--- config.mk ---
export PLATFORM = sky130hd
export DESIGN_NAME = sem_queue
export DESIGN_NICKNAME = d
export VERILOG_FILES = /design/src/rtl/sem_pkg.sv /design/src/rtl/sem_queue.sv
export SDC_FILE = /design/constraint.sdc
export NUM_CORES = 1
export LEC_CHECK = 0
export ABC_AREA = 1
export BUFFER_PORTS_ARGS = -buffer_cell sky130_fd_sc_hd__buf_2
export CELL_PAD_IN_SITES_DETAIL_PLACEMENT = 1
export CELL_PAD_IN_SITES_GLOBAL_PLACEMENT = 2
export CORE_UTILIZATION = 30
export DETAILED_ROUTE_END_ITERATION = 8
export HOLD_SLACK_MARGIN = 0.05
export PLACE_DENSITY_LB_ADDON = 0.1
export REMOVE_ABC_BUFFERS = 1
export SYNTH_ARGS = -nofsm -noshare
export SYNTH_HDL_FRONTEND = slang
export SYNTH_SLANG_ARGS = --single-unit
export TNS_END_PERCENT = 10
--- constraint.sdc ---
create_clock -name i_clk -period 4.9 [get_ports i_clk]
set_input_delay 0.49 -clock i_clk [delete_from_list [all_inputs] [get_ports i_clk]]
set_output_delay 0.49 -clock i_clk [all_outputs]
set_load 0.01 [all_outputs]
--- src/rtl/sem_pkg.sv ---
// Shared types and constants of the Sobel edge-magnitude block.
// No dependencies; every other file but sem_ram refers to it by scoped names.
package sem_pkg;

    localparam int CFG_W       = 11;
    localparam int ADDR_W      = 3;
    localparam int APB_DATA_W  = 32;
    localparam int REG_SEL_BIT = 2;
    localparam int PIX_W       = 8;
    localparam int COORD_W     = 10;
    localparam int GRAD_W      = 11;
    localparam int ABS_W       = 10;
    localparam int SQ_W        = 20;
    localparam int RAD_W       = 21;
    localparam int NUM_RES     = 4;
    localparam int MIN_SIZE    = 3;
    localparam int QUEUE_DEPTH = 2;

    localparam logic [CFG_W-1:0] WIDTH_RESET  = 11'd800;
    localparam logic [CFG_W-1:0] HEIGHT_RESET = 11'd600;

    localparam logic REG_WIDTH  = 1'b0;
    localparam logic REG_HEIGHT = 1'b1;

    localparam int RES_MAIN   = 0;
    localparam int RES_RIGHT  = 1;
    localparam int RES_BOTTOM = 2;
    localparam int RES_CORNER = 3;

    typedef struct packed {
        logic [COORD_W-1:0]       x;
        logic [COORD_W-1:0]       y;
        logic signed [GRAD_W-1:0] gx;
        logic signed [GRAD_W-1:0] gy;
        logic [NUM_RES-1:0]       mask;
    } t_job;

endpackage

--- src/rtl/sem_queue.sv ---
// Two-entry job queue between the front and back parts.
// Depends on sem_pkg for the job type and depth.
module sem_queue (
    input  logic          i_clk,
    input  logic          i_rst_n,
    input  logic          i_push,
    input  sem_pkg::t_job i_job,
    output logic          o_full,
    input  logic          i_pop,
    output sem_pkg::t_job o_job,
    output logic          o_empty
);

    localparam int QAW = $clog2(sem_pkg::QUEUE_DEPTH);

    sem_pkg::t_job r_mem [sem_pkg::QUEUE_DEPTH];
    logic [QAW-1:0] r_wptr;
    logic [QAW-1:0] r_rptr;
    logic [QAW:0]   r_count;

    assign o_full  = (r_count == (QAW+1)'(sem_pkg::QUEUE_DEPTH));
    assign o_empty = (r_count == '0);
    assign o_job   = r_mem[r_rptr];

    always_ff @(posedge i_clk) begin
        if (!i_rst_n) begin
            r_wptr  <= '0;
            r_rptr  <= '0;
            r_count <= '0;
        end else begin
            if (i_push) begin
                r_mem[r_wptr] <= i_job;
                r_wptr        <= (r_wptr == QAW'(sem_pkg::QUEUE_DEPTH - 1)) ? '0
                                 : r_wptr + QAW'(1);
            end
            if (i_pop) begin
                r_rptr <= (r_rptr == QAW'(sem_pkg::QUEUE_DEPTH - 1)) ? '0
                          : r_rptr + QAW'(1);
            end
            if (i_push && !i_pop) begin
                r_count <= r_count + (QAW+1)'(1);
            end else if (i_pop && !i_push) begin
                r_count <= r_count - (QAW+1)'(1);
            end
        end
    end

    a_no_push_full: assert property (@(posedge i_clk) disable iff (!i_rst_n)
        i_push |-> !o_full) else $error("job pushed into full queue");
    a_no_pop_empty: assert property (@(posedge i_clk) disable iff (!i_rst_n)
        i_pop |-> !o_empty) else $error("job popped from empty queue");

endmodule

==> results of run 1 <==
==> final cells by class <==
type | instances | area share
inverters | 9 | 0.00722
repair buffers | 99 | 0.107
well taps | 168 | 0.0449
clock buffers | 11 | 0.0498
clock inverters | 5 | 0.0118
multi-input cells | 66 | 0.166
flip-flops and latches | 97 | 0.613
==> power by group <==
part / switching (mW) / internal, mW
sequential: 0.0279 / 0.940
combinational: 0.0733 / 0.0958
clock: 0.291 / 0.395
==> kinds of logic after synthesis <==
kind of cell / count (synthesis) / share of synthesized area
AO/OA/AOI/OAI: 3 / 0.00400
XOR/XNOR: 1 / 0.00233
adder cells (fa/ha/maj): 1 / 0.00333
buffers and inverters: 14 / 0.0333
flip-flops: 97 / 0.763
multiplexers: 46 / 0.178
AND/OR/NAND/NOR: 15 / 0.0163
==> worst reg2reg max path: stages, from the launching register on <==
cell and delay [ns]:
dfxtp_1 0.31, inv_1 0.08, nand2_1 0.10, nor2_4 0.55
buf_4 0.47
==> per-stage QoR <==
| stage | utilization | setup slack, ns |
|---|---|---|
| final | 0.386 | 2.59 |
| after detailed placement | 0.362 | 2.71 |
| after global routing | 0.386 | 2.48 |
| after floorplan | - | 0.696 |
| after global placement | 0.362 | 2.77 |
| after CTS | 0.386 | 2.52 |
==> cells in the final DEF, fill, tap and decap left out, drive strengths merged <==
master	instances
inv	10
clkinvlp	1
nand2	6
buf	99
clkbuf	11
ha	1
nand3	1
mux2	46
o21ai	1
edfxtp	92
clkinv	2
bufinv	1
dfxtp	5
nand4	1
a21oi	2
xnor2	1
nor2	6
nor3	1
==> worst paths after layout <==
check                                     to       from  cells past startpoint  slack [ns]
worst max-delay path               o_job[32]  flip-flop                      2        2.59
worst min-delay path            r_mem[1][19]  i_job[19]                      1        0.33
worst max register to register  r_mem[0][41]     r_wptr                      4        3.04
worst min register to register        r_wptr     r_wptr                      2        0.47
==> registers in the layout, indices dropped and copies added, names as in the netlist, named ones only <==
name	count
r_rptr	1
r_count	2
r_mem	92
r_wptr	1
==> routing by layer <==
metal | up-vias | global-route usage | wire, µm | share of wire
li1 | 883 | - | - | -
met2 | 61 | 0.188 | 3330 | 0.50
met5 | - | 0 | 0 | 0
met4 | 0 | 0.0727 | 180 | 0.027
met3 | 15 | 0.0340 | 424 | 0.064
met1 | 919 | 0.116 | 2740 | 0.41
==> metrics.md, run 1 <==
| Metric | Value |
|---|---|
| CTS clk-pin slew, worst paths | 0.06 ns |
| Synth top area share | 0.736 |
| Pre-antenna DRT Iters | 2 |
| Syn Area/Cell | 21.2 µm² |
| Unrepaired setup endpoints after global routing | no |
| DR iter-0 viols | a little over 80 |
| Height of the die | ~110 µm |
| CP endpoint kind | primary output |
| Syn Inst Count | ~180 |
| Port bufs | 97 |
| Setup Skew | between 0.004 and 0.005 ns |
| Asr flop ratio synth | 0 |
| Post-synth EDFFs | just over 90 |
| Slew @ Worst Pin | ~0.87 ns |
| Tot GR Track Use | 0.109 |
| Hold Slack | about 0.33 ns |
| Overall power | between 1.5 and 2 mW |
| Post-CTS resize count | 0 |
| Post-Layout Cell Count | approximately 460 |
| # hold bufs at CTS | 0 |
| MaxCap Viol Count | 0 |
| Delay of the slowest critical-path stage | 0.91 ns |
| Final period util | 0.472 |
| Placed standard-cell area | 0.00439 mm² |
| WS Path Type | reg -> out |
| Worst slew margin | 0.423 |
| Most frequent cell after synthesis | edfxtp_1 |
| First-pass GRT wire length | roughly 10 mm |
| H-tree depth | 3 |
| Final Max Slew Viols | 0 |
| DRC viols | 0 |
| Largest fanout on the critical path | between 40 and 50 |
| Pwr per Cell Area | between 300 and 400 mW/mm² |
| Clock latency on the worst-skew pair | 0.34 ns |
| Crit path required time | around 4.4 ns |
| Final Cell Area | 0.00468 mm² |
| Initial antenna violation count | 0 |
| Total grt overflow | 0 |
| Worst Path Arrival | 1.82 ns |
| Clock buffer depth | 2 |
| Final WL | ~6.7 mm |
| Placed cells | ~440 |
| Fillers | 1264 |
| Setup TNS | 0 ns |
| Vias per cell | roughly 4.1 |
| HP Class | in -> reg |
| WP buf/inv | 1 |
| Layout net count | 333 |
| Setup bufs post-CTS | 0 |
| Cell taking the most area after synthesis | edfxtp_1 |
| Distinct cells, synth | 16 |
| Synth warn | 0 |
| Crit-path cells | mux2_2 > buf_2 |
| LEAKAGE | 1.82 nW |
| TritonCTS buffer count | 9 |
| Worst vdd ir | between 150 and 200 µV |
| WL/cell | around 15 µm |
| Final Hold Vio Count | 0 |
| Register area | 0.00287 mm² |
| Vias in the first global route | approximately 2000 |
| Layout cell share with drive strength beyond 1 | 0.561 |
| FP Rows | 40 |
| Crit-path leading delay family | flip-flops |
| P&R area growth vs syn | 24.6% |
| Full die area | ~0.013 mm² |
| Via count | between 1500 and 2000 |
| Clock root buffer | clkbuf_16 |
| Chip width | between 100 and 150 µm |
| Peak Freq | 432 MHz |
| GPL Wtd Cong | roughly 0.64 |
| Inserted Diodes | 0 |
| Clk sinks | slightly below 100 |
| Cell Area, Synth | around 0.0038 mm² |
| Top cells by count, synth | edfxtp_1 (92), mux2_4 (40), inv_1 (9) |
| Fin crit period | 2.31 ns |
| Final ANT Viol Nets | 0 |
| Largest net degree at the start of global routing | 47 |
| Core area | 0.0121 mm² |
| Initial Util | 0.310 |
| Status | finished, final reports clean |
| Detailed-placement wirelength estimate | 4.20 mm |
| Synth top area cells | edfxtp_1 (74%), mux2_4 (16%), dfxtp_1 (2.7%), buf_12 (2.1%), mux2_2 (1.8%) |
| Top FF cell, synth | edfxtp_1 |
| Area of the multi-input gates | approximately 780 µm² |
| Register area share after synthesis | 0.763 |
| Final setup viols | 0 |
| Slowest CP cell | dfxtp_4 |
| CP Launch Type | flip-flop |
| Synth Register Bits | slightly below 100 |
| I/O pin count | just under 100 |
| CTS tree | yes |
(Power assumes the default switching activity.)
==> inputs of run 2 (changes only) <==
- clock period: 4.9 -> 1.9 ns (I/O delays scaled with it)
==> run 2 against run 1 <==
Critical endpoint is now o_job[31]. Clock skew grew 0.0023 ns. Critical path depth grew 1. Die area is the same. Design area grew 11%.
==> metrics.md, run 2 (synthesized netlist as in run 1, its figures left out) <==
| Metric | Value |
|---|---|
| R2R setup slack | 0.62 ns (was 3.04 ns) |
| LEAKAGE | 2.03 nW (was 1.82 nW) |
| Crit-path leading delay family | flip-flops (unchanged) |
| Crit-path cells | buf_12 > mux2_2 > buf_2 (was mux2_2 > buf_2) |
| WS Path Type | reg -> out (unchanged) |
| Peak Freq | between 500 and 600 MHz |
| Final Cell Area | 0.00518 mm² (was 0.00468 mm²) |
| CP Launch Type | flip-flop (unchanged) |
| Placed standard-cell area | 0.00447 mm² (was 0.00439 mm²) |
| Worst vdd ir | 437 µV (was 157 µV) |
| Inserted Diodes | 0 (unchanged) |
| Vias in the first global route | 2124 (was 1988) |
| Clock buffer depth | 2 (unchanged) |
| Most flop-heavy register | r_mem (unchanged) |
| Core area | 0.0121 mm² (unchanged) |
| Clock root buffer | clkbuf_16 (unchanged) |
| Pwr per Cell Area | 890 mW/mm² (was 390 mW/mm²) |
| DR iter-0 viols | 44 (was 81) |
| Final period util | 0.922 |
| Largest fanout on the critical path | 20 (was 46) |
| Post-CTS resize count | 0 (unchanged) |
| GPL Wtd Cong | 0.686 (was 0.643) |
| Largest regs | r_mem (92), r_count (2) (unchanged) |
| Worst reg2reg path depth | 3 (was 4) |
| HP Class | in -> reg (unchanged) |
| Setup Skew | 0.00654 ns (was 0.00423 ns) |
| Most frequent cells in the layout | buf_2 (97), edfxtp_1 (92), dlygate4sd3_1 (46), mux2_4 (40) (was buf_2 (97), edfxtp_1 (92), mux2_4 (40), inv_1 (9), clkbuf_16 (9)) |
| Overall power | 4.61 mW (was 1.82 mW) |
| Setup bufs post-CTS | 0 (unchanged) |
| Clk sinks | 97 (unchanged) |
| WL/cell | 14.1 µm (was 14.7 µm) |
| Delay of the slowest critical-path stage | 0.49 ns (was 0.91 ns) |
| WHS Endpoint | r_count[1] (was r_mem[1][19]) |
| Layout cell share with drive strength beyond 1 | 0.487 (was 0.561) |
| Tot GR Track Use | 0.115 (was 0.109) |
| Height of the die | 114 µm (unchanged) |
| Chip width | 114 µm (unchanged) |
| Worst slew margin | 0.816 (was 0.423) |
| Layout net count | 383 (was 333) |
| H-tree depth | 3 (unchanged) |
| Largest net degree at the start of global routing | 34 (was 47) |
| Most common cell after layout, fill and taps aside | buf_2 (unchanged) |
| Initial antenna violation count | 0 (unchanged) |
| Hold Path Origin | i_rst_n (was i_job[19]) |
| Slowest CP cell | dfxtp_4 (unchanged) |
| Final ANT Viol Nets | 0 (unchanged) |
| CP endpoint kind | primary output (unchanged) |
| Final Hold Vio Count | 0 (unchanged) |
| Detailed-placement wirelength estimate | 4.48 mm (was 4.20 mm) |
| WP buf/inv | 2 (was 1) |
| First-pass GRT wire length | 10.8 mm (was 10.1 mm) |
| CTS tree | yes (unchanged) |
| Final Max Slew Viols | 0 (unchanged) |
| Port bufs | 97 (unchanged) |
| Total grt overflow | 0 (unchanged) |
| # hold bufs at CTS | 46 (was 0) |
| Number of flip-flops under the largest register name | 92 (unchanged) |
| Pre-antenna DRT Iters | 4 (was 2) |
| Full die area | 0.0130 mm² (unchanged) |
| Final setup viols | 0 (unchanged) |
| TritonCTS buffer count | 9 (unchanged) |
| I/O pin count | 98 (unchanged) |
| Fin crit period | between 1.5 and 2 ns |
| Status | finished, final reports clean (unchanged) |
| Fillers | 1229 (was 1264) |
| DRC viols | 0 (unchanged) |
| Reg2reg start | r_wptr (unchanged) |
| Worst Path Arrival | 1.56 ns (was 1.82 ns) |
| MaxCap Viol Count | 0 (unchanged) |
| WHS Path Cells | 3 (was 1) |
| FP Rows | 40 (unchanged) |
| Unrepaired setup endpoints after global routing | no (unchanged) |
| P&R area growth vs syn | 38.0% (was 24.6%) |
| Crit path required time | 1.71 ns (was 4.41 ns) |
| Capturing point of the worst reg2reg path | r_mem[1][2] (was r_mem[0][41]) |
| Clock latency on the worst-skew pair | 0.34 ns (about the same) |
| Slew @ Worst Pin | 0.274 ns (was 0.866 ns) |
| Initial Util | 0.310 (unchanged) |
| CTS clk-pin slew, worst paths | 0.06 ns (about the same) |
| Vias per cell | 4.08 (was 4.13) |
| Setup TNS | 0 ns (unchanged) |
| Final WL | 7.08 mm (was 6.68 mm) |
| Via count | 2051 (was 1878) |
[run 2: area by class of cell]
type                            instances  area, µm²  area share
Inverter                                9       33.8     0.00652
Tap cell                              168        210      0.0406
Clock buffer                           10        229      0.0442
Multi-Input combinational cell         66        778       0.150
Timing Repair Buffer                  149       1040       0.201
Clock inverter                          4       22.5     0.00435
Sequential cell                        97       2870       0.553
[run 2: worst reg2reg max path, cell delays in order (launching register included)]
cell	delay [ns]
dfxtp_1	0.32
inv_1	0.06
nor3_2	0.29
buf_4	0.30
[run 2: where the power goes]
group          total, mW  internal, mW  leakage (nW)  switching (mW)
sequential          2.46          2.43         0.887          0.0340
clock               1.57         0.863         0.116           0.712
combinational      0.575         0.328          1.03           0.247
total               4.61          3.62          2.03           0.992
[run 2: worst max-delay path by stage]
stage               depth (start not counted)  slack (ns)  startpoint           to
finish                                      3        0.15   flip-flop    o_job[31]
global route                                3        0.08   flip-flop    o_job[31]
CTS                                         3        0.12   flip-flop    o_job[31]
detailed placement                          3        0.49   flip-flop    o_job[45]
global placement                            3        0.50   flip-flop    o_job[31]
floorplan                                   2       -2.13      r_wptr  r_mem[1][0]
[run 2: metal layers]
metal	GRT usage	routed length, µm	up-vias
met4	0.0675	164	0
met1	0.140	3220	994
li1	-	-	984
met2	0.183	3320	60
met3	0.0308	367	13
met5	0	0	-
[run 2: stage by stage]
stage	hold slack (ns)	cells	setup WS [ns]	util
after floorplan	0.289	172	-2.13	-
after global placement	0.378	443	0.497	0.369
after detailed placement	0.382	443	0.487	0.369
after CTS	0.104	503	0.119	0.428
after global routing	0.118	503	0.0830	0.428
final	0.120	503	0.149	0.428
