### src/rtl/sem_pkg.sv
// Shared types and constants of the Sobel edge-magnitude block.
// No dependencies; every other file but sem_ram refers to it by scoped names.
package sem_pkg;

    localparam int CFG_W       = 11;
    localparam int ADDR_W      = 3;
    localparam int APB_DATA_W  = 32;
    localparam int REG_SEL_BIT = 2;
    localparam int PIX_W       = 8;
    localparam int COORD_W     = 10;
    localparam int GRAD_W      = 11;
    localparam int ABS_W       = 10;
    localparam int SQ_W        = 20;
    localparam int RAD_W       = 21;
    localparam int NUM_RES     = 4;
    localparam int MIN_SIZE    = 3;
    localparam int QUEUE_DEPTH = 2;

    localparam logic [CFG_W-1:0] WIDTH_RESET  = 11'd800;
    localparam logic [CFG_W-1:0] HEIGHT_RESET = 11'd600;

    localparam logic REG_WIDTH  = 1'b0;
    localparam logic REG_HEIGHT = 1'b1;

    localparam int RES_MAIN   = 0;
    localparam int RES_RIGHT  = 1;
    localparam int RES_BOTTOM = 2;
    localparam int RES_CORNER = 3;

    typedef struct packed {
        logic [COORD_W-1:0]       x;
        logic [COORD_W-1:0]       y;
        logic signed [GRAD_W-1:0] gx;
        logic signed [GRAD_W-1:0] gy;
        logic [NUM_RES-1:0]       mask;
    } t_job;

endpackage

### src/rtl/sem_res_if.sv
// Result output channel: valid/ready handshake carrying one result word.
// Depends on sem_pkg for field widths.
interface sem_res_if;
    logic                        valid;
    logic                        ready;
    logic [sem_pkg::COORD_W-1:0] col;
    logic [sem_pkg::COORD_W-1:0] row_index;
    logic [sem_pkg::PIX_W-1:0]   edge_res;
    logic                        last;
    logic                        frame_done;

    modport source (output valid, output col, output row_index, output edge_res,
                    output last, output frame_done, input ready);
    modport sink   (input valid, input col, input row_index, input edge_res,
                    input last, input frame_done, output ready);
endinterface

### src/rtl/sem_back.sv
// Back part: pops jobs, squares the gradients, takes an 8-step integer root and
// sends the job's results one word at a time. Uses sem_pkg and sem_res_if.
module sem_back (
    input  logic          i_clk,
    input  logic          i_rst_n,
    input  logic          i_empty,
    input  sem_pkg::t_job i_job,
    output logic          o_pop,
    sem_res_if.source     o_res
);

    localparam int CW = sem_pkg::COORD_W;
    localparam int AW = sem_pkg::ABS_W;
    localparam int PW = sem_pkg::PIX_W;
    localparam int NR = sem_pkg::NUM_RES;

    typedef enum logic [2:0] {S_POP, S_SQR, S_SUM, S_ROOT, S_EMIT} t_state;

    t_state                          r_state;
    logic [CW-1:0]                   r_x;
    logic [CW-1:0]                   r_y;
    logic signed [sem_pkg::GRAD_W-1:0] r_gx;
    logic signed [sem_pkg::GRAD_W-1:0] r_gy;
    logic [NR-1:0]                   r_mask;
    logic [sem_pkg::SQ_W-1:0]        r_sqx;
    logic [sem_pkg::SQ_W-1:0]        r_sqy;
    logic [sem_pkg::RAD_W-1:0]       r_rad;
    logic [PW-1:0]                   r_root;
    logic [PW-1:0]                   r_bit;
    logic                            r_ovalid;
    logic [CW-1:0]                   r_ocol;
    logic [CW-1:0]                   r_orow;
    logic [PW-1:0]                   r_oedge;
    logic                            r_olast;
    logic                            r_odone;

    logic [AW-1:0]     ax;
    logic [AW-1:0]     ay;
    logic [PW-1:0]     trial;
    logic [2*PW-1:0]   trial_sq;
    logic [NR-1:0]     sel;
    logic [NR-1:0]     rest;
    logic              load;

    assign ax       = r_gx[sem_pkg::GRAD_W-1] ? AW'(-r_gx) : AW'(r_gx);
    assign ay       = r_gy[sem_pkg::GRAD_W-1] ? AW'(-r_gy) : AW'(r_gy);
    assign trial    = r_root | r_bit;
    assign trial_sq = {{PW{1'b0}}, trial} * {{PW{1'b0}}, trial};
    assign sel      = r_mask & (~r_mask + NR'(1));
    assign rest     = r_mask & ~sel;
    assign load     = (r_state == S_EMIT) && (!r_ovalid || o_res.ready);
    assign o_pop    = (r_state == S_POP) && !i_empty;

    assign o_res.valid      = r_ovalid;
    assign o_res.col        = r_ocol;
    assign o_res.row_index  = r_orow;
    assign o_res.edge_res   = r_oedge;
    assign o_res.last       = r_olast;
    assign o_res.frame_done = r_odone;

    always_ff @(posedge i_clk) begin
        if (!i_rst_n) begin
            r_state  <= S_POP;
            r_ovalid <= 1'b0;
            r_mask   <= '0;
            r_bit    <= '0;
        end else begin
            if (load) begin
                r_ovalid <= 1'b1;
                r_ocol   <= (sel[sem_pkg::RES_RIGHT] || sel[sem_pkg::RES_CORNER]) ? r_x
                            : r_x - CW'(1);
                r_orow   <= (sel[sem_pkg::RES_BOTTOM] || sel[sem_pkg::RES_CORNER]) ? r_y
                            : r_y - CW'(1);
                r_oedge  <= sel[sem_pkg::RES_MAIN] ? r_root : '0;
                r_olast  <= (rest == '0);
                r_odone  <= sel[sem_pkg::RES_CORNER];
            end else if (o_res.ready) begin
                r_ovalid <= 1'b0;
            end
            case (r_state)
                S_POP: begin
                    if (!i_empty) begin
                        r_x     <= i_job.x;
                        r_y     <= i_job.y;
                        r_gx    <= i_job.gx;
                        r_gy    <= i_job.gy;
                        r_mask  <= i_job.mask;
                        r_state <= S_SQR;
                    end
                end
                S_SQR: begin
                    r_sqx   <= {{AW{1'b0}}, ax} * {{AW{1'b0}}, ax};
                    r_sqy   <= {{AW{1'b0}}, ay} * {{AW{1'b0}}, ay};
                    r_state <= S_SUM;
                end
                S_SUM: begin
                    r_rad   <= {1'b0, r_sqx} + {1'b0, r_sqy};
                    r_root  <= '0;
                    r_bit   <= {1'b1, {(PW-1){1'b0}}};
                    r_state <= S_ROOT;
                end
                S_ROOT: begin
                    if ({{(sem_pkg::RAD_W-2*PW){1'b0}}, trial_sq} <= r_rad) begin
                        r_root <= trial;
                    end
                    r_bit <= r_bit >> 1;
                    if (r_bit[0]) begin
                        r_state <= S_EMIT;
                    end
                end
                S_EMIT: begin
                    if (load) begin
                        r_mask <= rest;
                        if (rest == '0) begin
                            r_state <= S_POP;
                        end
                    end
                end
                default: begin
                    r_state <= S_POP;
                end
            endcase
        end
    end

    a_emit_has_work: assert property (@(posedge i_clk) disable iff (!i_rst_n)
        (r_state == S_EMIT) |-> (r_mask != '0)) else $error("emit with empty mask");
    a_done_is_last: assert property (@(posedge i_clk) disable iff (!i_rst_n)
        (r_ovalid && r_odone) |-> r_olast) else $error("frame end not last word");
    a_root_bit: assert property (@(posedge i_clk) disable iff (!i_rst_n)
        $onehot0(r_bit)) else $error("root bit not one-hot");

endmodule

### src/flat_wrapper.sv
// flat-port wrapper written by rule: the top's interface ports become plain ports
module sem_back_flat 
  (i_clk, i_rst_n, i_empty, i_job, o_pop, o_res_valid, o_res_col, o_res_row_index, o_res_edge_res, o_res_last, o_res_frame_done, o_res_ready);
  sem_res_if o_res_i ();
  input  logic i_clk;
  input  logic i_rst_n;
  input  logic i_empty;
  input  sem_pkg::t_job i_job;
  output logic o_pop;
  output wire logic [$bits(o_res_i.valid)-1:0] o_res_valid;
  output wire logic [$bits(o_res_i.col)-1:0] o_res_col;
  output wire logic [$bits(o_res_i.row_index)-1:0] o_res_row_index;
  output wire logic [$bits(o_res_i.edge_res)-1:0] o_res_edge_res;
  output wire logic [$bits(o_res_i.last)-1:0] o_res_last;
  output wire logic [$bits(o_res_i.frame_done)-1:0] o_res_frame_done;
  input wire logic [$bits(o_res_i.ready)-1:0] o_res_ready;
  assign o_res_valid = o_res_i.valid;
  assign o_res_col = o_res_i.col;
  assign o_res_row_index = o_res_i.row_index;
  assign o_res_edge_res = o_res_i.edge_res;
  assign o_res_last = o_res_i.last;
  assign o_res_frame_done = o_res_i.frame_done;
  assign o_res_i.ready = o_res_ready;
  sem_back u_core (.i_clk(i_clk), .i_rst_n(i_rst_n), .i_empty(i_empty), .i_job(i_job), .o_pop(o_pop), .o_res(o_res_i));
endmodule
### config.mk
export PLATFORM = sky130hd
export DESIGN_NAME = sem_back_flat
export DESIGN_NICKNAME = d
export VERILOG_FILES = /design/src/rtl/sem_pkg.sv /design/src/rtl/sem_res_if.sv /design/src/rtl/sem_back.sv /design/src/flat_wrapper.sv
export SDC_FILE = /design/constraint.sdc
export NUM_CORES = 1
export LEC_CHECK = 0
export BUFFER_PORTS_ARGS = -buffer_cell sky130_fd_sc_hd__clkbuf_2
export CAP_MARGIN = 0
export CORE_MARGIN = 2
export CORE_UTILIZATION = 53
export DETAILED_ROUTE_END_ITERATION = 16
export GPL_ROUTABILITY_DRIVEN = 0
export GPL_TIMING_DRIVEN = 1
export PLACE_DENSITY = 0.82
export REMOVE_ABC_BUFFERS = 1
export SYNTH_ARGS = -nofsm -noshare
export SYNTH_HDL_FRONTEND = slang
export SYNTH_SLANG_ARGS = --single-unit
### constraint.sdc
create_clock -name i_clk -period 16.6 [get_ports i_clk]
set_input_delay 1.66 -clock i_clk [delete_from_list [all_inputs] [get_ports i_clk]]
set_output_delay 1.66 -clock i_clk [all_outputs]
set_load 0.05 [all_outputs]
==> results of run 1 <==
cells in the mapped netlist, types with 4 or more instances:
| master | n | area [µm²] |
|---|---|---|
| sky130_fd_sc_hd__nand2b_1 | 22 | 138 |
| sky130_fd_sc_hd__o31ai_1 | 6 | 45.0 |
| sky130_fd_sc_hd__nor2_1 | 153 | 574 |
| sky130_fd_sc_hd__edfxtp_1 | 139 | 4170 |
| sky130_fd_sc_hd__nand3_1 | 22 | 110 |
| sky130_fd_sc_hd__nor2b_1 | 14 | 87.6 |
| sky130_fd_sc_hd__clkbuf_1 | 15 | 56.3 |
| sky130_fd_sc_hd__ha_1 | 160 | 2000 |
| sky130_fd_sc_hd__xnor2_1 | 76 | 666 |
| sky130_fd_sc_hd__nor3_1 | 20 | 100 |
| sky130_fd_sc_hd__o41ai_1 | 4 | 35.0 |
| sky130_fd_sc_hd__or3_1 | 7 | 43.8 |
| sky130_fd_sc_hd__dfxtp_1 | 16 | 320 |
| sky130_fd_sc_hd__o22ai_1 | 5 | 31.3 |
| sky130_fd_sc_hd__a31oi_1 | 5 | 31.3 |
| sky130_fd_sc_hd__nor4_1 | 6 | 37.5 |
| sky130_fd_sc_hd__inv_1 | 221 | 830 |
| sky130_fd_sc_hd__xor2_1 | 31 | 272 |
| sky130_fd_sc_hd__fa_1 | 115 | 2300 |
| sky130_fd_sc_hd__o21ai_0 | 33 | 165 |
| sky130_fd_sc_hd__and3_1 | 7 | 43.8 |
| sky130_fd_sc_hd__nand2_1 | 66 | 248 |
| sky130_fd_sc_hd__and2_1 | 13 | 81.3 |
| sky130_fd_sc_hd__a21boi_0 | 14 | 105 |
| sky130_fd_sc_hd__or2_2 | 11 | 68.8 |
| sky130_fd_sc_hd__a21o_1 | 16 | 120 |
| sky130_fd_sc_hd__o21a_1 | 11 | 82.6 |
| sky130_fd_sc_hd__a21oi_1 | 41 | 205 |
| sky130_fd_sc_hd__a211oi_1 | 5 | 37.5 |
| sky130_fd_sc_hd__o21bai_1 | 8 | 60.1 |
path summary, 6_finish.rpt:
kind | endpoint | slack [ns] | cells past startpoint | from
worst max-delay path | u_core.r_sqy[18] | 9.33 | 22 | u_core.r_gy[0]
worst min-delay path | u_core.r_sqy[0] | 0.50 | 0 | u_core.r_gy[0]
worst max register to register | u_core.r_sqy[18] | 9.33 | 22 | u_core.r_gy[0]
worst min register to register | u_core.r_sqy[0] | 0.50 | 0 | u_core.r_gy[0]
logic make-up after synthesis:
| group | Yosys count |
|---|---|
| adder cells (fa/ha/maj) | 276 |
| flip-flops | 155 |
| XOR/XNOR | 107 |
| AO/OA/AOI/OAI | 173 |
| buffers and inverters | 240 |
| AND/OR/NAND/NOR | 353 |
| multiplexers | 6 |
flip-flops by register name, indices dropped and copies added (netlist names), 3 cells and up:
signal,count
u_core.r_gy,11
u_core.r_sqy,19
u_core.r_root,8
u_core.o_res.edge_res,8
u_core.r_mask,4
u_core.r_y,10
u_core.o_res.row_index,10
u_core.r_x,10
u_core.r_state,3
u_core.r_sqx,19
u_core.r_bit,8
u_core.o_res.col,10
u_core.r_gx,11
u_core.r_rad,21
stage by stage:
step                      cell area, µm²  utilization [%]  power [mW]  hold WS (ns)  setup slack [ns]
after floorplan                    13500                -        1.75         0.450             10.06
after global placement             14300             56.9        1.99         0.464              9.66
after detailed placement           14300             56.9        2.05         0.482              9.40
after CTS                          14900             59.4        2.48         0.497              9.37
after global routing               14900             59.4        2.71         0.517              8.87
final                              14900             59.4        2.48         0.497              9.33
report_power, final:
group          internal (mW)  leakage, nW  switching [mW]  total [mW]
combinational          0.665         5.22           0.840        1.50
sequential             0.548         1.40          0.0192       0.567
clock                  0.220        0.297           0.185       0.406
total                   1.43         6.93            1.04        2.48
per-layer routing:
layer / routed length, µm / part of all wire [%] / vias to the layer above
met5: 0 / 0 / -
met4: 729 / 2.8 / 0
met3: 933 / 3.5 / 66
met2: 14100 / 53 / 254
met1: 10700 / 40 / 4572
li1: - / - / 4534
layout by cell type (no fill, tap or decap), types with 31 or more instances in the layout:
master,instances
sky130_fd_sc_hd__edfxtp_1,139
sky130_fd_sc_hd__ha_1,160
sky130_fd_sc_hd__xor2_1,31
sky130_fd_sc_hd__nor2_1,152
sky130_fd_sc_hd__a21oi_1,41
sky130_fd_sc_hd__o21ai_0,33
sky130_fd_sc_hd__clkbuf_2,81
sky130_fd_sc_hd__fa_1,115
sky130_fd_sc_hd__inv_1,221
sky130_fd_sc_hd__xnor2_1,76
sky130_fd_sc_hd__nand2_1,66
critical path, delay by kind of cell (launching register included):
family / cells / cell delay, ns
xor+xnor: 2 / 0.86
fa+ha+maj: 6 / 2.81
flops: 1 / 0.41
buf+inv: 4 / 0.56
compound gates: 7 / 1.73
simple gates: 3 / 0.63
cell type report:
| type | instances | area (µm²) |
|---|---|---|
| flip-flops and latches | 155 | 4490 |
| fillers | 2018 | 10200 |
| multi-input cells | 915 | 8130 |
| well taps | 330 | 413 |
| repair buffers | 83 | 420 |
| inverters | 223 | 837 |
| clock buffers | 18 | 439 |
| clock inverters | 14 | 170 |
==> results.md, run 1 <==
- Result of the run: completed
- Max Clock Skew: 0.0183 ns
- Placed wire-length estimate: 20.6 mm
- Routed Antenna Nets: 0
- Post-synthesis share of cell area spent on and, or, nand and nor gates: 12.0%
- Crit-path cells: inv_1 -> nand2_1 -> o21ai_0 -> xor2_1 -> nand2b_1 -> inv_1 -> fa_1 -> fa_1 -> inv_1 -> fa_1 -> inv_1 -> fa_1 -> fa_1 -> ha_1 -> a21o_1 -> a21o_1 -> o22a_1 -> and3_1 -> a221oi_1 -> o2111ai_1 -> a21oi_1 -> xnor2_1
- Vertical extent of the die: 164 µm
- Sequential fraction of the synthesis area: 33.2%
- Initial antenna violation count: 0
- Buffer depth of the longest clock path: 2
- Netlist area before placement: 0.0135 mm²
- Initial cell density of the core: 53.9%
- Area of the core: 0.0251 mm²
- Mux share of post-synthesis cell area: 0.564%
- Number of H-tree levels: 4
- Synthesized-area fraction occupied by xor and xnor cells: 6.93%
- Worst Setup End Kind: flip-flop
- Crit path kind: reg2reg
- Clk Latency, worst-skew pair: 0.44 ns
- Max-cap violations: 0
- Clock root buffer: sky130_fd_sc_hd__clkbuf_16
- Final setup violation count: 0
- Pin count of the biggest net entering global routing: 43
- Number of nets in the layout: 1720
- Global-route met3 utilization: 2.93%
- I/O pin count: 82
- Data required time at the worst endpoint: 16.78 ns
- Chip Width: 164 µm
- Compound-Gate Fraction of Synth Area: 8.64%
- Hold violation count in the final report: 0
- Cts bufs inserted: 17
- Number of port buffers: 81
- Kind of launch point of the worst setup path: flip-flop
- Worst-path cell with the longest stage delay: sky130_fd_sc_hd__xor2_1
- Detailed-route wire length: 26.4 mm
- Congestion Overflow GR: 0
- Maximum achievable frequency: 138 MHz
- Accumulated negative setup slack: 0 ns
- Slew Viols, Final: 0
- Routed vias/inst: 5.42
- Clock input transition at the sequential cells of the worst setup and hold paths: 0.06 ns
- Post-CTS Hold Buffers: 0
- Count of placed standard cells in the final layout, fillers left out: 1738
- Count of placed standard cells including taps: 1706
- Number of enable flip-flop cells after synthesis: 139
- Seq cells post-synth: 155
- Transition at the pin with the smallest max-transition slack: 1.06 ns
- Number of cells produced by synthesis: 1310
- Highest cell delay on the worst timing path: 0.78 ns
- Arrival time of the worst setup path: 7.45 ns
- Post-Synthesis Mean Instance Area: 10.3 µm²
- Final Critical Period: 7.27 ns
- Global-route wire length before repair: 44.9 mm
- Relative area change from synthesis to final layout: 10.2%
- Worst ir drop on vdd: 0.000171 V
- Diodes inserted: 0
- Normalized max-slew margin: 29.1%
- Clock Sink Count: 155
- Row count: 58
- Top FF cell, synth: sky130_fd_sc_hd__edfxtp_1
- Adder-cell share of the synthesized area: 31.9%
- WL per Instance: 15.2 µm
- Ratio of cells with drive above 1 in the final layout: 10.2%
- Distinct cell type count after synthesis: 67
- Unrepaired setup endpoints after global routing: false
- Fraction of the cycle the final worst path needs: 43.8%
- Setup Buffers After CTS: 0
- CTS tree: built
- Met1 capacity usage during global routing: 24.8%
- Max Fanout on Critical Path: 15
- Total Die Area: 0.0268 mm²
- Most repeated library cell on the critical path: sky130_fd_sc_hd__fa_1
- Number of DRC violations after detailed routing: 0
- Number of warnings issued by yosys: 0
- Dominant combinational cell family by area after synthesis: adder cells
- Total Routing Usage GR: 20.9%
- Count of routing violations after the opening detailed-route iteration: 502
- Vias after detailed routing: 9426
- Busiest layer in global routing: met2
- P_leak: 6.93 nW
- Global routing usage on met2: 38.2%
- Hold WC Path Type: reg2reg
- Proportion of synthesized flip-flops having asynchronous set or reset: 0%
- Vias in the first global route: 9890
- DRT Pass-1 Iters: 5
- Cell Pwr Density: 166 mW/mm²
- PostCTS Resize Cnt: 0
Power figures use the tool's default switching activity.
==> run 2, diff against run 1 <==
- clock period: 16.6 -> 6.8 ns (I/O delays scaled with it)
==> results.md, run 2 (synthesis results as in run 1) <==
- Arrival time of the worst setup path: 6.75 ns
- Routed Antenna Nets: 0
- Worst Hold Path Cells: 1
- Max Clock Skew: 0.0121 ns
- Top delay family on crit path: adder cells
- Hold violation count in the final report: 0
- Worst Setup End Kind: flip-flop
- Count of routing violations after the opening detailed-route iteration: 599
- WL per Instance: 15.0 µm
- Placed wire-length estimate: 20.7 mm
- Max-cap violations: 0
- Most repeated library cell on the critical path: sky130_fd_sc_hd__fa_1
- Number of flip-flops in the largest register: 21
- Kind of launch point of the worst setup path: flip-flop
- Initial cell density of the core: 53.9%
- Vertical extent of the die: 164 µm
- Area after detailed placement: 0.0145 mm²
- Fraction of the cycle the final worst path needs: 96.5%
- Number of H-tree levels: 4
- Routed vias/inst: 5.36
- Worst reg-to-reg setup slack: 0.24 ns
- Cts bufs inserted: 17
- Largest registers ranked by flip-flop count: u_core.r_rad: 21 flops, u_core.r_sqx: 19 flops, u_core.r_sqy: 19 flops
- Final Critical Period: 6.56 ns
- Cell Pwr Density: 403 mW/mm²
- Most frequent standard cell in the layout excluding fill and tap cells: sky130_fd_sc_hd__inv_1
- Post-route cell area: 0.0152 mm²
- Slew Viols, Final: 0
- P_leak: 7.11 nW
- Vias in the first global route: 9972
- Highest cell delay on the worst timing path: 0.55 ns
- Relative area change from synthesis to final layout: 12.7%
- Max Fanout on Critical Path: 9
- Clock input transition at the sequential cells of the worst setup and hold paths: 0.08 ns
- Transition at the pin with the smallest max-transition slack: 1.07 ns
- CP Depth: 21
- Worst ir drop on vdd: 0.000352 V
- Data required time at the worst endpoint: 6.99 ns
- Hold WC Path Type: in2reg
- Depth of the worst register-to-register path: 21
- Detailed-route wire length: 26.6 mm
- Beginning of the worst hold path: i_job[45]
- CTS tree: built
- Number of nets in the layout: 1753
- Number of port buffers: 81
- DRT Pass-1 Iters: 5
- Unrepaired setup endpoints after global routing: true
- Buffer depth of the longest clock path: 2
- Worst setup path startpoint: u_core.r_gx[3]
- Result of the run: completed
- Initial antenna violation count: 0
- Area of the core: 0.0251 mm²
- Total Routing Usage GR: 21.2%
- Congestion Overflow GR: 0
- Ratio of cells with drive above 1 in the final layout: 13.0%
- I/O pin count: 82
- Number of DRC violations after detailed routing: 0
- Count of fill cells added during filler insertion: 1986
- Clk Latency, worst-skew pair: 0.44 ns
- Vias after detailed routing: 9499
- Maximum achievable frequency: 152 MHz
- Largest Register: u_core.r_rad
- Total Die Area: 0.0268 mm²
- Global-route wire length before repair: 45.7 mm
- Final setup violation count: 0
- Clock root buffer: sky130_fd_sc_hd__clkbuf_16
- Diodes inserted: 0
- Pin count of the biggest net entering global routing: 43
- Pwr Total: 6.15 mW
- Reg-to-reg startpoint: u_core.r_gx[3]
- Crit-path cells: or3_1 -> or3_1 -> o31a_2 -> xnor2_1 -> buf_4 -> or2_2 -> fa_1 -> inv_1 -> fa_1 -> inv_1 -> fa_1 -> fa_1 -> inv_1 -> ha_1 -> ha_1 -> and3_1 -> a211oi_2 -> o31ai_1 -> a221o_1 -> a21oi_1 -> xnor2_1
- Chip Width: 164 µm
- Worst-path cell with the longest stage delay: sky130_fd_sc_hd__fa_1
- Worst Path Buf+Inv: 4
- Clock Sink Count: 155
- Highest-count cells in the layout ignoring fill and taps: sky130_fd_sc_hd__inv_1 (221), sky130_fd_sc_hd__ha_1 (159), sky130_fd_sc_hd__nor2_1 (151)
- Row count: 58
- Crit path kind: reg2reg
- Normalized max-slew margin: 28.8%
==> run 2: cell count changes in the layout (fill, tap and decap cells not counted), sizes merged <==
cell / change
buf: +33
bufinv: -1
clkbuf: -1
clkinv: +6
inv: -4
==> run 2: cell type report <==
| class | count | area [µm²] | area share (%) |
|---|---|---|---|
| well taps | 330 | 413 | 2.71 |
| repair buffers | 116 | 668 | 4.38 |
| multi-input cells | 915 | 8210 | 53.8 |
| inverters | 223 | 837 | 5.49 |
| clock buffers | 17 | 425 | 2.79 |
| flip-flops and latches | 155 | 4490 | 29.5 |
| clock inverters | 15 | 200 | 1.31 |
==> run 2: metal layers <==
| metal | GRT usage, % | vias to the layer above | share of wire (%) |
|---|---|---|---|
| li1 | - | 4602 | - |
| met1 | 25.9 | 4621 | 41 |
| met2 | 38.7 | 226 | 53 |
| met3 | 2.93 | 50 | 3.9 |
| met4 | 6.46 | 0 | 2.1 |
| met5 | 0 | - | 0 |
==> run 2: path summary, 6_finish.rpt <==
kind / to
hold reg to reg: u_core.r_bit[3]
setup reg to reg: u_core.r_sqx[19]
hold / removal: u_core.r_x[9]
setup / recovery: u_core.r_sqx[19]
==> run 2: timing repair <==
| item | in CTS | in global routing |
|---|---|---|
| setup endpoints to repair | 0 | 6 |
| hold buffers | 0 | 0 |
| buffers inserted | 0 | 2 |
| gates resized for setup | 0 | 15 |
==> run 2: power by group <==
group          internal (mW)  switching, mW
clock                  0.502          0.475
combinational           1.68           2.11
sequential              1.34         0.0485
total                   3.52           2.63
==> run 2: worst reg2reg max path, cell delays in order (launching register included) <==
cell and delay, ns:
sky130_fd_sc_hd__edfxtp_1 0.44, sky130_fd_sc_hd__or3_1 0.42, sky130_fd_sc_hd__or3_1 0.39, sky130_fd_sc_hd__o31a_2 0.30, sky130_fd_sc_hd__xnor2_1 0.14, sky130_fd_sc_hd__buf_4 0.17, sky130_fd_sc_hd__or2_2 0.29, sky130_fd_sc_hd__fa_1 0.48
sky130_fd_sc_hd__inv_1 0.07, sky130_fd_sc_hd__fa_1 0.50, sky130_fd_sc_hd__inv_1 0.05, sky130_fd_sc_hd__fa_1 0.50, sky130_fd_sc_hd__fa_1 0.55, sky130_fd_sc_hd__inv_1 0.05, sky130_fd_sc_hd__ha_1 0.30, sky130_fd_sc_hd__ha_1 0.37
sky130_fd_sc_hd__and3_1 0.20, sky130_fd_sc_hd__a211oi_2 0.31, sky130_fd_sc_hd__o31ai_1 0.16, sky130_fd_sc_hd__a221o_1 0.33, sky130_fd_sc_hd__a21oi_1 0.18, sky130_fd_sc_hd__xnor2_1 0.09
==> run 2: per-stage QoR <==
step	utilization (%)	setup TNS (ns)	hold WS (ns)	instances	setup WS (ns)
finish	60.7	0	0.409	1771	0.241
global route	60.7	-0.0213	0.404	1771	-0.0213
CTS	60.3	0	0.406	1769	0.0519
detailed placement	57.9	0	0.487	1737	0.0808
global placement	57.9	0	0.461	1737	0.255
floorplan	-	0	0.450	1293	0.256
